File: config.mk
export PLATFORM = sky130hd
export DESIGN_NAME = imu_moving_average_flat
export DESIGN_NICKNAME = d
export VERILOG_FILES = /design/src/ima_pkg.sv /design/src/ima_if.sv /design/src/imu_moving_average.sv /design/src/ima_ram.sv /design/src/ima_lane.sv /design/src/flat_wrapper.sv
export SDC_FILE = /design/constraint.sdc
export NUM_CORES = 2
export LEC_CHECK = 0
export BUFFER_PORTS_ARGS = -buffer_cell sky130_fd_sc_hd__buf_4
export CORE_ASPECT_RATIO = 1.5
export CORE_UTILIZATION = 40
export DETAILED_ROUTE_END_ITERATION = 16
export MAX_ROUTING_LAYER = met4
export SYNTH_ARGS = -nofsm -noshare
export SYNTH_HDL_FRONTEND = slang
export SYNTH_SLANG_ARGS = --single-unit
File: constraint.sdc
create_clock -name clk -period 10.3 [get_ports clk]
set_input_delay 2.06 -clock clk [delete_from_list [all_inputs] [get_ports clk]]
set_output_delay 2.06 -clock clk [all_outputs]
set_load 0.05 [all_outputs]
File: src/ima_pkg.sv
// ima_pkg: shared types and constants of the imu moving-average block
// no dependencies; compile first
package ima_pkg;

  localparam int CHANNELS = 6;
  localparam int CH_W     = 16;
  localparam int STAMP_W  = 32;

  typedef logic signed [CH_W-1:0] ima_chan_t;
  typedef logic [STAMP_W-1:0]     ima_stamp_t;

  typedef enum logic [2:0] {
    ST_IDLE,
    ST_READ,
    ST_UPDATE,
    ST_LOAD,
    ST_DIVIDE,
    ST_HOLD
  } ima_state_t;

  // control from the sequencer to every lane
  typedef struct packed {
    logic update;     // fold the new sample into the running sum
    logic full;       // window was full before this sample: drop the oldest
    logic div_start;  // load the divider from the running sum
    logic div_step;   // one quotient bit
  } ima_lane_ctrl_t;

endpackage

File: src/ima_if.sv
// ima_in_if / ima_out_if: valid-ready channels for samples and window means
// depends on ima_pkg
interface ima_in_if;
  logic                valid;
  logic                ready;
  ima_pkg::ima_chan_t  accel_x_in;
  ima_pkg::ima_chan_t  accel_y_in;
  ima_pkg::ima_chan_t  accel_z_in;
  ima_pkg::ima_chan_t  gyro_x_in;
  ima_pkg::ima_chan_t  gyro_y_in;
  ima_pkg::ima_chan_t  gyro_z_in;
  ima_pkg::ima_stamp_t stamp_in;

  modport source (output valid, accel_x_in, accel_y_in, accel_z_in,
                  gyro_x_in, gyro_y_in, gyro_z_in, stamp_in, input ready);
  modport sink   (input valid, accel_x_in, accel_y_in, accel_z_in,
                  gyro_x_in, gyro_y_in, gyro_z_in, stamp_in, output ready);
endinterface

interface ima_out_if;
  logic                valid;
  logic                ready;
  ima_pkg::ima_chan_t  accel_x_mean;
  ima_pkg::ima_chan_t  accel_y_mean;
  ima_pkg::ima_chan_t  accel_z_mean;
  ima_pkg::ima_chan_t  gyro_x_mean;
  ima_pkg::ima_chan_t  gyro_y_mean;
  ima_pkg::ima_chan_t  gyro_z_mean;
  ima_pkg::ima_stamp_t stamp_out;

  modport source (output valid, accel_x_mean, accel_y_mean, accel_z_mean,
                  gyro_x_mean, gyro_y_mean, gyro_z_mean, stamp_out, input ready);
  modport sink   (input valid, accel_x_mean, accel_y_mean, accel_z_mean,
                  gyro_x_mean, gyro_y_mean, gyro_z_mean, stamp_out, output ready);
endinterface

File: src/imu_moving_average.sv
// imu_moving_average: top level, sequencer, sample window ram, six lanes and result register
// depends on ima_pkg, ima_if, ima_ram, ima_lane
//
// Moving average over a six-axis imu stream. Each sample transaction
// (three accelerometer and three gyro channels, signed 16 bit, plus a
// 32-bit timestamp) is written into a circular window of WINDOW entries,
// and exactly one result transaction follows: per channel, the mean over
// the filled entries, truncated toward zero, with the timestamp of that
// same sample. Until WINDOW samples have arrived the mean is taken over
// the samples seen so far. After acceptance a sample passes the read,
// update, load, divide and hold states before its result is loaded into
// the output register; the bit-serial divider in each lane produces one
// quotient bit per cycle. Samples are processed one at a time; a new
// sample is accepted as soon as the previous result sits in the output
// register, even if the sink has not yet taken it. A result still waiting
// for the sink holds the next one in the last step until the output
// register frees up. No clearing pass is needed after reset.
module imu_moving_average #(
  parameter int WINDOW = 16
) (
  input  logic     clk,
  input  logic     rst,
  ima_in_if.sink   samples,
  ima_out_if.source means
);
  import ima_pkg::*;

  localparam int SLOT_W = (WINDOW > 1) ? $clog2(WINDOW) : 1;
  localparam int FILL_W = $clog2(WINDOW + 1);
  localparam int SUM_W  = 17 + $clog2(WINDOW);
  localparam int CNT_W  = $clog2(SUM_W);
  localparam int ROW_W  = CHANNELS * CH_W;

  ima_state_t state, state_next;

  logic [SLOT_W-1:0] slot;
  logic [FILL_W-1:0] fill;
  logic [CNT_W-1:0]  cnt;

  // captured sample
  ima_chan_t  smp [CHANNELS];
  ima_stamp_t stamp_q;

  // window ram
  logic [ROW_W-1:0] row_wdata;
  logic [ROW_W-1:0] row_rdata;
  logic             ram_we;

  // lane control and results
  ima_lane_ctrl_t ctrl;
  ima_chan_t      lane_mean [CHANNELS];

  // output register
  logic       out_valid;
  ima_chan_t  out_mean [CHANNELS];
  ima_stamp_t out_stamp;

  logic smp_take;
  logic out_load;
  logic full;

  assign smp_take = samples.valid && samples.ready;
  assign full     = (fill == FILL_W'(WINDOW));

  // ---------------------------------------------------------------------
  // next state
  // ---------------------------------------------------------------------
  always_comb begin
    state_next = state;
    unique case (state)
      ST_IDLE:   if (samples.valid) state_next = ST_READ;
      ST_READ:   state_next = ST_UPDATE;
      ST_UPDATE: state_next = ST_LOAD;
      ST_LOAD:   state_next = ST_DIVIDE;
      ST_DIVIDE: if (cnt == '0) state_next = ST_HOLD;
      ST_HOLD:   if (!out_valid || means.ready) state_next = ST_IDLE;
      default:   state_next = ST_IDLE;
    endcase
  end

  // ---------------------------------------------------------------------
  // state outputs
  // ---------------------------------------------------------------------
  always_comb begin
    samples.ready  = 1'b0;
    ram_we         = 1'b0;
    out_load       = 1'b0;
    ctrl           = '0;
    ctrl.full      = full;
    unique case (state)
      ST_IDLE:   samples.ready  = 1'b1;
      ST_READ:   ;
      ST_UPDATE: begin
        ctrl.update = 1'b1;
        ram_we      = 1'b1;
      end
      ST_LOAD:   ctrl.div_start = 1'b1;
      ST_DIVIDE: ctrl.div_step  = 1'b1;
      ST_HOLD:   out_load = !out_valid || means.ready;
      default:   ;
    endcase
  end

  always_ff @(posedge clk) begin
    if (rst) begin
      state <= ST_IDLE;
    end else begin
      state <= state_next;
    end
  end

  // ---------------------------------------------------------------------
  // write slot, fill count and divide step counter
  // ---------------------------------------------------------------------
  always_ff @(posedge clk) begin
    if (rst) begin
      slot <= '0;
      fill <= '0;
      cnt  <= '0;
    end else begin
      if (state == ST_UPDATE) begin
        slot <= (slot == SLOT_W'(WINDOW - 1)) ? '0 : slot + 1'b1;
        if (!full) begin
          fill <= fill + 1'b1;
        end
      end
      if (state == ST_LOAD) begin
        cnt <= CNT_W'(SUM_W - 1);
      end else if (state == ST_DIVIDE && cnt != '0) begin
        cnt <= cnt - 1'b1;
      end
    end
  end

  // capture the accepted transaction
  always_ff @(posedge clk) begin
    if (smp_take) begin
      smp[0]  <= samples.accel_x_in;
      smp[1]  <= samples.accel_y_in;
      smp[2]  <= samples.accel_z_in;
      smp[3]  <= samples.gyro_x_in;
      smp[4]  <= samples.gyro_y_in;
      smp[5]  <= samples.gyro_z_in;
      stamp_q <= samples.stamp_in;
    end
  end

  // ---------------------------------------------------------------------
  // window store: the old row at the write slot is read in the cycle before
  // the write, so a full window can drop it from the running sums
  // ---------------------------------------------------------------------
  always_comb begin
    for (int c = 0; c < CHANNELS; c++) begin
      row_wdata[c*CH_W +: CH_W] = smp[c];
    end
  end

  ima_ram #(
    .WIDTH (ROW_W),
    .DEPTH (WINDOW)
  ) u_ram (
    .clk   (clk),
    .we    (ram_we),
    .waddr (slot),
    .wdata (row_wdata),
    .raddr (slot),
    .rdata (row_rdata)
  );

  // ---------------------------------------------------------------------
  // one lane per channel
  // ---------------------------------------------------------------------
  for (genvar g = 0; g < CHANNELS; g++) begin : g_lane
    ima_lane #(
      .WINDOW (WINDOW)
    ) u_lane (
      .clk     (clk),
      .rst     (rst),
      .ctrl    (ctrl),
      .new_val (smp[g]),
      .old_val (ima_chan_t'(row_rdata[g*CH_W +: CH_W])),
      .divisor (fill),
      .mean    (lane_mean[g])
    );
  end

  // ---------------------------------------------------------------------
  // merge lane results into the output register
  // ---------------------------------------------------------------------
  always_ff @(posedge clk) begin
    if (rst) begin
      out_valid <= 1'b0;
    end else if (out_load) begin
      out_valid <= 1'b1;
    end else if (means.ready) begin
      out_valid <= 1'b0;
    end
  end

  always_ff @(posedge clk) begin
    if (out_load) begin
      for (int c = 0; c < CHANNELS; c++) begin
        out_mean[c] <= lane_mean[c];
      end
      out_stamp <= stamp_q;
    end
  end

  assign means.valid        = out_valid;
  assign means.accel_x_mean = out_mean[0];
  assign means.accel_y_mean = out_mean[1];
  assign means.accel_z_mean = out_mean[2];
  assign means.gyro_x_mean  = out_mean[3];
  assign means.gyro_y_mean  = out_mean[4];
  assign means.gyro_z_mean  = out_mean[5];
  assign means.stamp_out    = out_stamp;

  // ---------------------------------------------------------------------
  // assertions
  // ---------------------------------------------------------------------

  // until the window is full the write slot equals the fill count
  a_slot_tracks_fill: assert property (@(posedge clk) disable iff (rst)
    (fill != FILL_W'(WINDOW)) |-> (slot == SLOT_W'(fill)))
    else $error("write slot out of step with fill count");

  // each transaction grows the fill count by one until saturation
  a_fill_grows: assert property (@(posedge clk) disable iff (rst)
    (state == ST_UPDATE && fill != FILL_W'(WINDOW)) |=> (fill == $past(fill) + 1'b1))
    else $error("fill count did not advance");

  // a pending result is never overwritten by the next one
  a_hold_waits: assert property (@(posedge clk) disable iff (rst)
    (state == ST_HOLD && out_valid && !means.ready) |=> (state == ST_HOLD))
    else $error("result register overwritten while occupied");

  // the divider always runs its full length before a result is loaded
  a_divide_len: assert property (@(posedge clk) disable iff (rst)
    (state == ST_LOAD) |=> (state == ST_DIVIDE && cnt == CNT_W'(SUM_W - 1)))
    else $error("divider started with wrong step count");

endmodule

File: src/ima_ram.sv
// ima_ram: generic single-write, single-read ram with registered read data
// no dependencies
module ima_ram #(
  parameter int WIDTH = 96,
  parameter int DEPTH = 16
) (
  input  logic                                   clk,
  input  logic                                   we,
  input  logic [(DEPTH > 1 ? $clog2(DEPTH) : 1)-1:0] waddr,
  input  logic [WIDTH-1:0]                       wdata,
  input  logic [(DEPTH > 1 ? $clog2(DEPTH) : 1)-1:0] raddr,
  output logic [WIDTH-1:0]                       rdata
);

  logic [WIDTH-1:0] mem [DEPTH];

  always_ff @(posedge clk) begin
    if (we) begin
      mem[waddr] <= wdata;
    end
    rdata <= mem[raddr];
  end

endmodule

File: src/ima_lane.sv
// ima_lane: running window sum and bit-serial signed divider for one channel
// depends on ima_pkg
module ima_lane #(
  parameter int WINDOW = 16
) (
  input  logic                           clk,
  input  logic                           rst,
  input  ima_pkg::ima_lane_ctrl_t        ctrl,
  input  ima_pkg::ima_chan_t             new_val,
  input  ima_pkg::ima_chan_t             old_val,
  input  logic [$clog2(WINDOW+1)-1:0]    divisor,
  output ima_pkg::ima_chan_t             mean
);
  import ima_pkg::*;

  localparam int FILL_W = $clog2(WINDOW + 1);
  localparam int SUM_W  = 17 + $clog2(WINDOW);
  localparam int REM_W  = FILL_W + 1;

  logic signed [SUM_W-1:0] sum;
  logic        [SUM_W-1:0] quo;
  logic        [REM_W-1:0] rem;
  logic                    neg;

  logic [REM_W-1:0] rem_sh;
  logic [REM_W:0]   diff;

  assign rem_sh = {rem[REM_W-2:0], quo[SUM_W-1]};
  assign diff   = {1'b0, rem_sh} - {2'b0, divisor};

  // running sum: add newest, drop the overwritten entry once full
  always_ff @(posedge clk) begin
    if (rst) begin
      sum <= '0;
    end else if (ctrl.update) begin
      sum <= sum + SUM_W'(new_val) - (ctrl.full ? SUM_W'(old_val) : SUM_W'(0));
    end
  end

  // restoring division of |sum|, one quotient bit per step
  always_ff @(posedge clk) begin
    if (ctrl.div_start) begin
      neg <= sum[SUM_W-1];
      quo <= sum[SUM_W-1] ? SUM_W'(-sum) : SUM_W'(sum);
      rem <= '0;
    end else if (ctrl.div_step) begin
      if (!diff[REM_W]) begin
        rem <= diff[REM_W-1:0];
        quo <= {quo[SUM_W-2:0], 1'b1};
      end else begin
        rem <= rem_sh;
        quo <= {quo[SUM_W-2:0], 1'b0};
      end
    end
  end

  // truncation toward zero: divide magnitude, then restore sign
  assign mean = neg ? ima_chan_t'(-quo[CH_W-1:0]) : ima_chan_t'(quo[CH_W-1:0]);

endmodule

File: src/flat_wrapper.sv
// flat-port wrapper written by rule: the top's interface ports become plain ports
module imu_moving_average_flat import ima_pkg::*;
#(
  parameter int WINDOW = 16
)
  (clk, rst, samples_valid, samples_accel_x_in, samples_accel_y_in, samples_accel_z_in, samples_gyro_x_in, samples_gyro_y_in, samples_gyro_z_in, samples_stamp_in, samples_ready, means_valid, means_accel_x_mean, means_accel_y_mean, means_accel_z_mean, means_gyro_x_mean, means_gyro_y_mean, means_gyro_z_mean, means_stamp_out, means_ready);
  ima_in_if samples_i ();
  ima_out_if means_i ();
  input  logic clk;
  input  logic rst;
  input wire logic [$bits(samples_i.valid)-1:0] samples_valid;
  input wire logic [$bits(samples_i.accel_x_in)-1:0] samples_accel_x_in;
  input wire logic [$bits(samples_i.accel_y_in)-1:0] samples_accel_y_in;
  input wire logic [$bits(samples_i.accel_z_in)-1:0] samples_accel_z_in;
  input wire logic [$bits(samples_i.gyro_x_in)-1:0] samples_gyro_x_in;
  input wire logic [$bits(samples_i.gyro_y_in)-1:0] samples_gyro_y_in;
  input wire logic [$bits(samples_i.gyro_z_in)-1:0] samples_gyro_z_in;
  input wire logic [$bits(samples_i.stamp_in)-1:0] samples_stamp_in;
  output wire logic [$bits(samples_i.ready)-1:0] samples_ready;
  output wire logic [$bits(means_i.valid)-1:0] means_valid;
  output wire logic [$bits(means_i.accel_x_mean)-1:0] means_accel_x_mean;
  output wire logic [$bits(means_i.accel_y_mean)-1:0] means_accel_y_mean;
  output wire logic [$bits(means_i.accel_z_mean)-1:0] means_accel_z_mean;
  output wire logic [$bits(means_i.gyro_x_mean)-1:0] means_gyro_x_mean;
  output wire logic [$bits(means_i.gyro_y_mean)-1:0] means_gyro_y_mean;
  output wire logic [$bits(means_i.gyro_z_mean)-1:0] means_gyro_z_mean;
  output wire logic [$bits(means_i.stamp_out)-1:0] means_stamp_out;
  input wire logic [$bits(means_i.ready)-1:0] means_ready;
  assign samples_i.valid = samples_valid;
  assign samples_i.accel_x_in = samples_accel_x_in;
  assign samples_i.accel_y_in = samples_accel_y_in;
  assign samples_i.accel_z_in = samples_accel_z_in;
  assign samples_i.gyro_x_in = samples_gyro_x_in;
  assign samples_i.gyro_y_in = samples_gyro_y_in;
  assign samples_i.gyro_z_in = samples_gyro_z_in;
  assign samples_i.stamp_in = samples_stamp_in;
  assign samples_ready = samples_i.ready;
  assign means_valid = means_i.valid;
  assign means_accel_x_mean = means_i.accel_x_mean;
  assign means_accel_y_mean = means_i.accel_y_mean;
  assign means_accel_z_mean = means_i.accel_z_mean;
  assign means_gyro_x_mean = means_i.gyro_x_mean;
  assign means_gyro_y_mean = means_i.gyro_y_mean;
  assign means_gyro_z_mean = means_i.gyro_z_mean;
  assign means_stamp_out = means_i.stamp_out;
  assign means_i.ready = means_ready;
  imu_moving_average #(.WINDOW(WINDOW)) u_core (.clk(clk), .rst(rst), .samples(samples_i), .means(means_i));
endmodule
==> impl_metrics.tcl <==
set metrics [dict create \
    io_pins 262 \
    insertion_delay_ns 0.94 \
    yosysUniqueCellTypes 81 \
    routed_wirelength_mm 227.1 \
    yosys.area_share.simple_pct 5.005 \
    clk_pin_slew_ns 0.06 \
    synth-edff-count 1924 \
    yosys_most_used_dff "edfxtp_1" \
    drive_above_1_share_pct 18.66 \
    firstDrtPassIters 5 \
    fin_setup_tns_ns 0 \
    slew_headroom_pct 28.13 \
    fmax_mhz 184.3 \
    busiest_layer "met2" \
    power.total_mw 22.57 \
    cts_hold_buf 0 \
    synth_top_family_by_area "multiplexers" \
    seq_area_frac_synth_pct 67.09 \
    htree_levels 4 \
    use_met2_pct 32.08 \
    ys_top_cells_by_area "edfxtp_1, mux4_2, dfxtp_1, fa_1, xnor2_1" \
    die_w_um 398.2 \
    grt_max_degree 137 \
    cp-start-kind "flop" \
    synthMuxAreaShare_pct 11.62 \
    post_cts_buffers 0 \
    placeableCoreArea_um2 233500 \
    synth_xor_area_share_pct 2.939 \
    ant_nets 0 \
    r2r_cells 18 \
    layout.nets 6628 \
    pre_cts_slack_ns 4.940 \
    final_cells 9439 \
    dieArea_um2 237400 \
    vdd_drop_max_mv 0.1561 \
    antenna_found_initial 9 \
    worstPathRequired_ns 11.01 \
    grt.total_usage_pct 19.60 \
    period_share_pct 52.68 \
    cts_sinks 2194 \
    yosysTopAreaCell "edfxtp_1" \
    cts_inserted_buffers 210 \
    regToRegEndpoint "u_core.g_lane[0].u_lane.sum[19]" \
    leakage_nw 36.21 \
    num_vias 50450 \
    skew_ns 0.09698 \
    wl_per_cell_um 24.06 \
    critPathMaxStageDelay_ns 0.74 \
    cp_top_family "buffers and inverters" \
    drcViolationCount 0 \
    grt_pass1_vias 51370 \
    grtUsageMet1_pct 25.98 \
    hold_ws_ns 0.4165 \
    synth_compound_area_share_pct 5.339 \
    numPortBuffers 261 \
    num_rows 217 \
    powerDensity_nw_per_um2 211.2 \
    avgSynthCellArea_um2 16.04 \
    dieHeight_um 596.3 \
    synth_fp_nets 6303 \
    r2r_start "u_core.fill[1]" \
    cts_buffer_depth 4 \
    cts_tree "yes" \
    end_kind "flop" \
    worstPathMaxFanout 68 \
    detailed_place_hpwl_mm 138.9 \
    first_iter_violations 4006 \
    root_buffer "clkbuf_16" \
    placed_cells_incl_taps 9049 \
    cp_slowest_cell "buf_4" \
    worstMarginPinSlew_ns 1.078 \
    n_fill_cell 20280 \
    syn_to_final_growth_pct 13.44 \
    async_reset_ff_share_pct 0 \
    place_congestion 0.8763 \
    report.final.hold_viol_count 0 \
    synth_top_area_share_pct 61.35 \
    worstSetupPathType "reg -> reg" \
    viasPerCell 5.345 \
    holdPathEnd "u_core.means.stamp_out[30]" \
    rsz0062_at_grt "no" \
    maxCapViolCount 0 \
    setup_viol 0 \
    synth-seq-cells 2194 \
    start_util_pct 40.33 \
    hp-start "u_core.stamp_q[30]" \
    r2r_slack_ns 4.87 \
    fin_crit_ns 5.426 \
    post_cts_resized 0 \
    grt_pass1_wl_mm 336.8 \
    drv_slew 0 \
    overflow 0 \
    ys_warn_count 0 \
    cp.arrival_ns 6.13 \
    path_buf_inv 4 \
    min_path_type "reg -> reg" \
    syn_area_um2 94180 \
    use_met3_pct 2.620 \
    hold_depth 0 \
    status "complete, no violations" \
    crit_chain "inv_1 -> ha_1 -> nand2_1 -> nor3_2 -> buf_4 -> buf_4 -> and2_1 -> fa_1 -> inv_1 -> ha_1 -> a211oi_1 -> or3_1 -> o211ai_1 -> o31ai_1 -> nand2_1 -> a221oi_1 -> xor2_1 -> o21ai_1" \
    synthCells 5870 \
    synthAdderAreaFrac_pct 5.003 \
    layout_setup_ws_ns 4.874 \
]
==> power breakdown <==
part / total, mW / switching, mW / internal, mW
Clock: 7.81 / 3.35 / 4.46
Combinational: 4.13 / 2.37 / 1.76
Sequential: 10.6 / 0.449 / 10.2
Total: 22.6 / 6.17 / 16.4
==> flip-flops by register name (all words and copies together), names as in the netlist, 3 cells and up <==
signal                    count
u_core.cnt                    5
u_core.fill                   5
u_core.g_lane.u_lane.neg      6
u_core.g_lane.u_lane.quo    126
u_core.g_lane.u_lane.rem     30
u_core.g_lane.u_lane.sum    126
u_core.means.stamp_out       32
u_core.out_mean              96
u_core.slot                   4
u_core.smp                   96
u_core.stamp_q               32
u_core.state                  3
u_core.u_ram.mem           1536
u_core.u_ram.rdata           96
==> layout by cell type (no fill, tap or decap), types with 25 or more instances in the layout <==
| cell | instances |
|---|---|
| fa_1 | 126 |
| clkinv_2 | 30 |
| ha_1 | 175 |
| xnor2_1 | 261 |
| or3_1 | 25 |
| o21ai_0 | 195 |
| a21o_1 | 68 |
| xor2_1 | 55 |
| o21ai_1 | 112 |
| buf_4 | 338 |
| nand4_1 | 29 |
| nand3_1 | 53 |
| a211oi_1 | 44 |
| and2_1 | 99 |
| dfxtp_1 | 266 |
| mux4_2 | 480 |
| inv_1 | 505 |
| clkbuf_1 | 52 |
| nor3_1 | 42 |
| o31ai_1 | 62 |
| clkinv_1 | 28 |
| a21oi_1 | 181 |
| nand2b_1 | 45 |
| nor2_1 | 143 |
| nand2_1 | 456 |
| clkbuf_16 | 212 |
| edfxtp_1 | 1924 |
==> synthesized netlist by cell type, types with 25 or more instances <==
cell and count:
edfxtp_1 1924, inv_1 507, mux4_2 480, nand2_1 457, dfxtp_1 270, xnor2_1 261
o21ai_0 195, a21oi_1 181, ha_1 175, clkbuf_1 174, nor2_1 158, fa_1 126
o21ai_1 112, and2_1 101, a21o_1 68, o31ai_1 62, xor2_1 55, nand3_1 53
nor3_1 47, nand2b_1 46, a211oi_1 44, buf_1 34, nand4_1 29, or3_1 25
==> how the worst max path moves through the flow <==
| stage | from | end | slack [ns] | cells after the start |
|---|---|---|---|---|
| final | u_core.fill[1] | u_core.g_lane[0].u_lane.sum[19] | 4.87 | 18 |
| after global routing | u_core.fill[1] | u_core.g_lane[0].u_lane.sum[19] | 4.41 | 18 |
| after CTS | u_core.fill[1] | u_core.g_lane[0].u_lane.sum[19] | 4.90 | 18 |
| after detailed placement | u_core.fill[1] | u_core.g_lane[0].u_lane.sum[19] | 4.94 | 18 |
| after global placement | u_core.fill[1] | u_core.g_lane[4].u_lane.sum[20] | 4.95 | 20 |
| after floorplan | u_core.state[0] | u_core.u_ram.mem[1][0] | 1.71 | 7 |
==> cell families after synthesis <==
kind of cell	count (synthesis)
buf+inv	748
mux	493
simple gates	1003
flops	2194
xor+xnor	316
compound gates	815
fa+ha+maj	301
==> per-stage QoR <==
| step | area [um^2] | util, % |
|---|---|---|
| final | 106800 | 45.75 |
| after global routing | 106800 | 45.75 |
| after CTS | 106800 | 45.75 |
| after detailed placement | 99930 | 42.80 |
| after global placement | 99930 | 42.80 |
| after floorplan | 94180 | - |
==> final cells by class <==
cell class / instances / area (um^2) / share of cell area, %
clock inverters: 101 / 1125 / 1.053
well taps: 3066 / 3836 / 3.591
flip-flops and latches: 2194 / 63200 / 59.15
diodes: 6 / 15.01 / 0.01405
repair buffers: 343 / 2638 / 2.469
clock buffers: 283 / 5762 / 5.393
inverters: 518 / 1949 / 1.825
multi-input cells: 2928 / 28310 / 26.50
==> metal layers <==
metal | share of wire [%] | wire, um
met1 | 43 | 97280
met2 | 49 | 112400
met3 | 5.6 | 12810
met4 | 2.0 | 4651
met5 | 0 | 0
(Power assumes the default switching activity.)
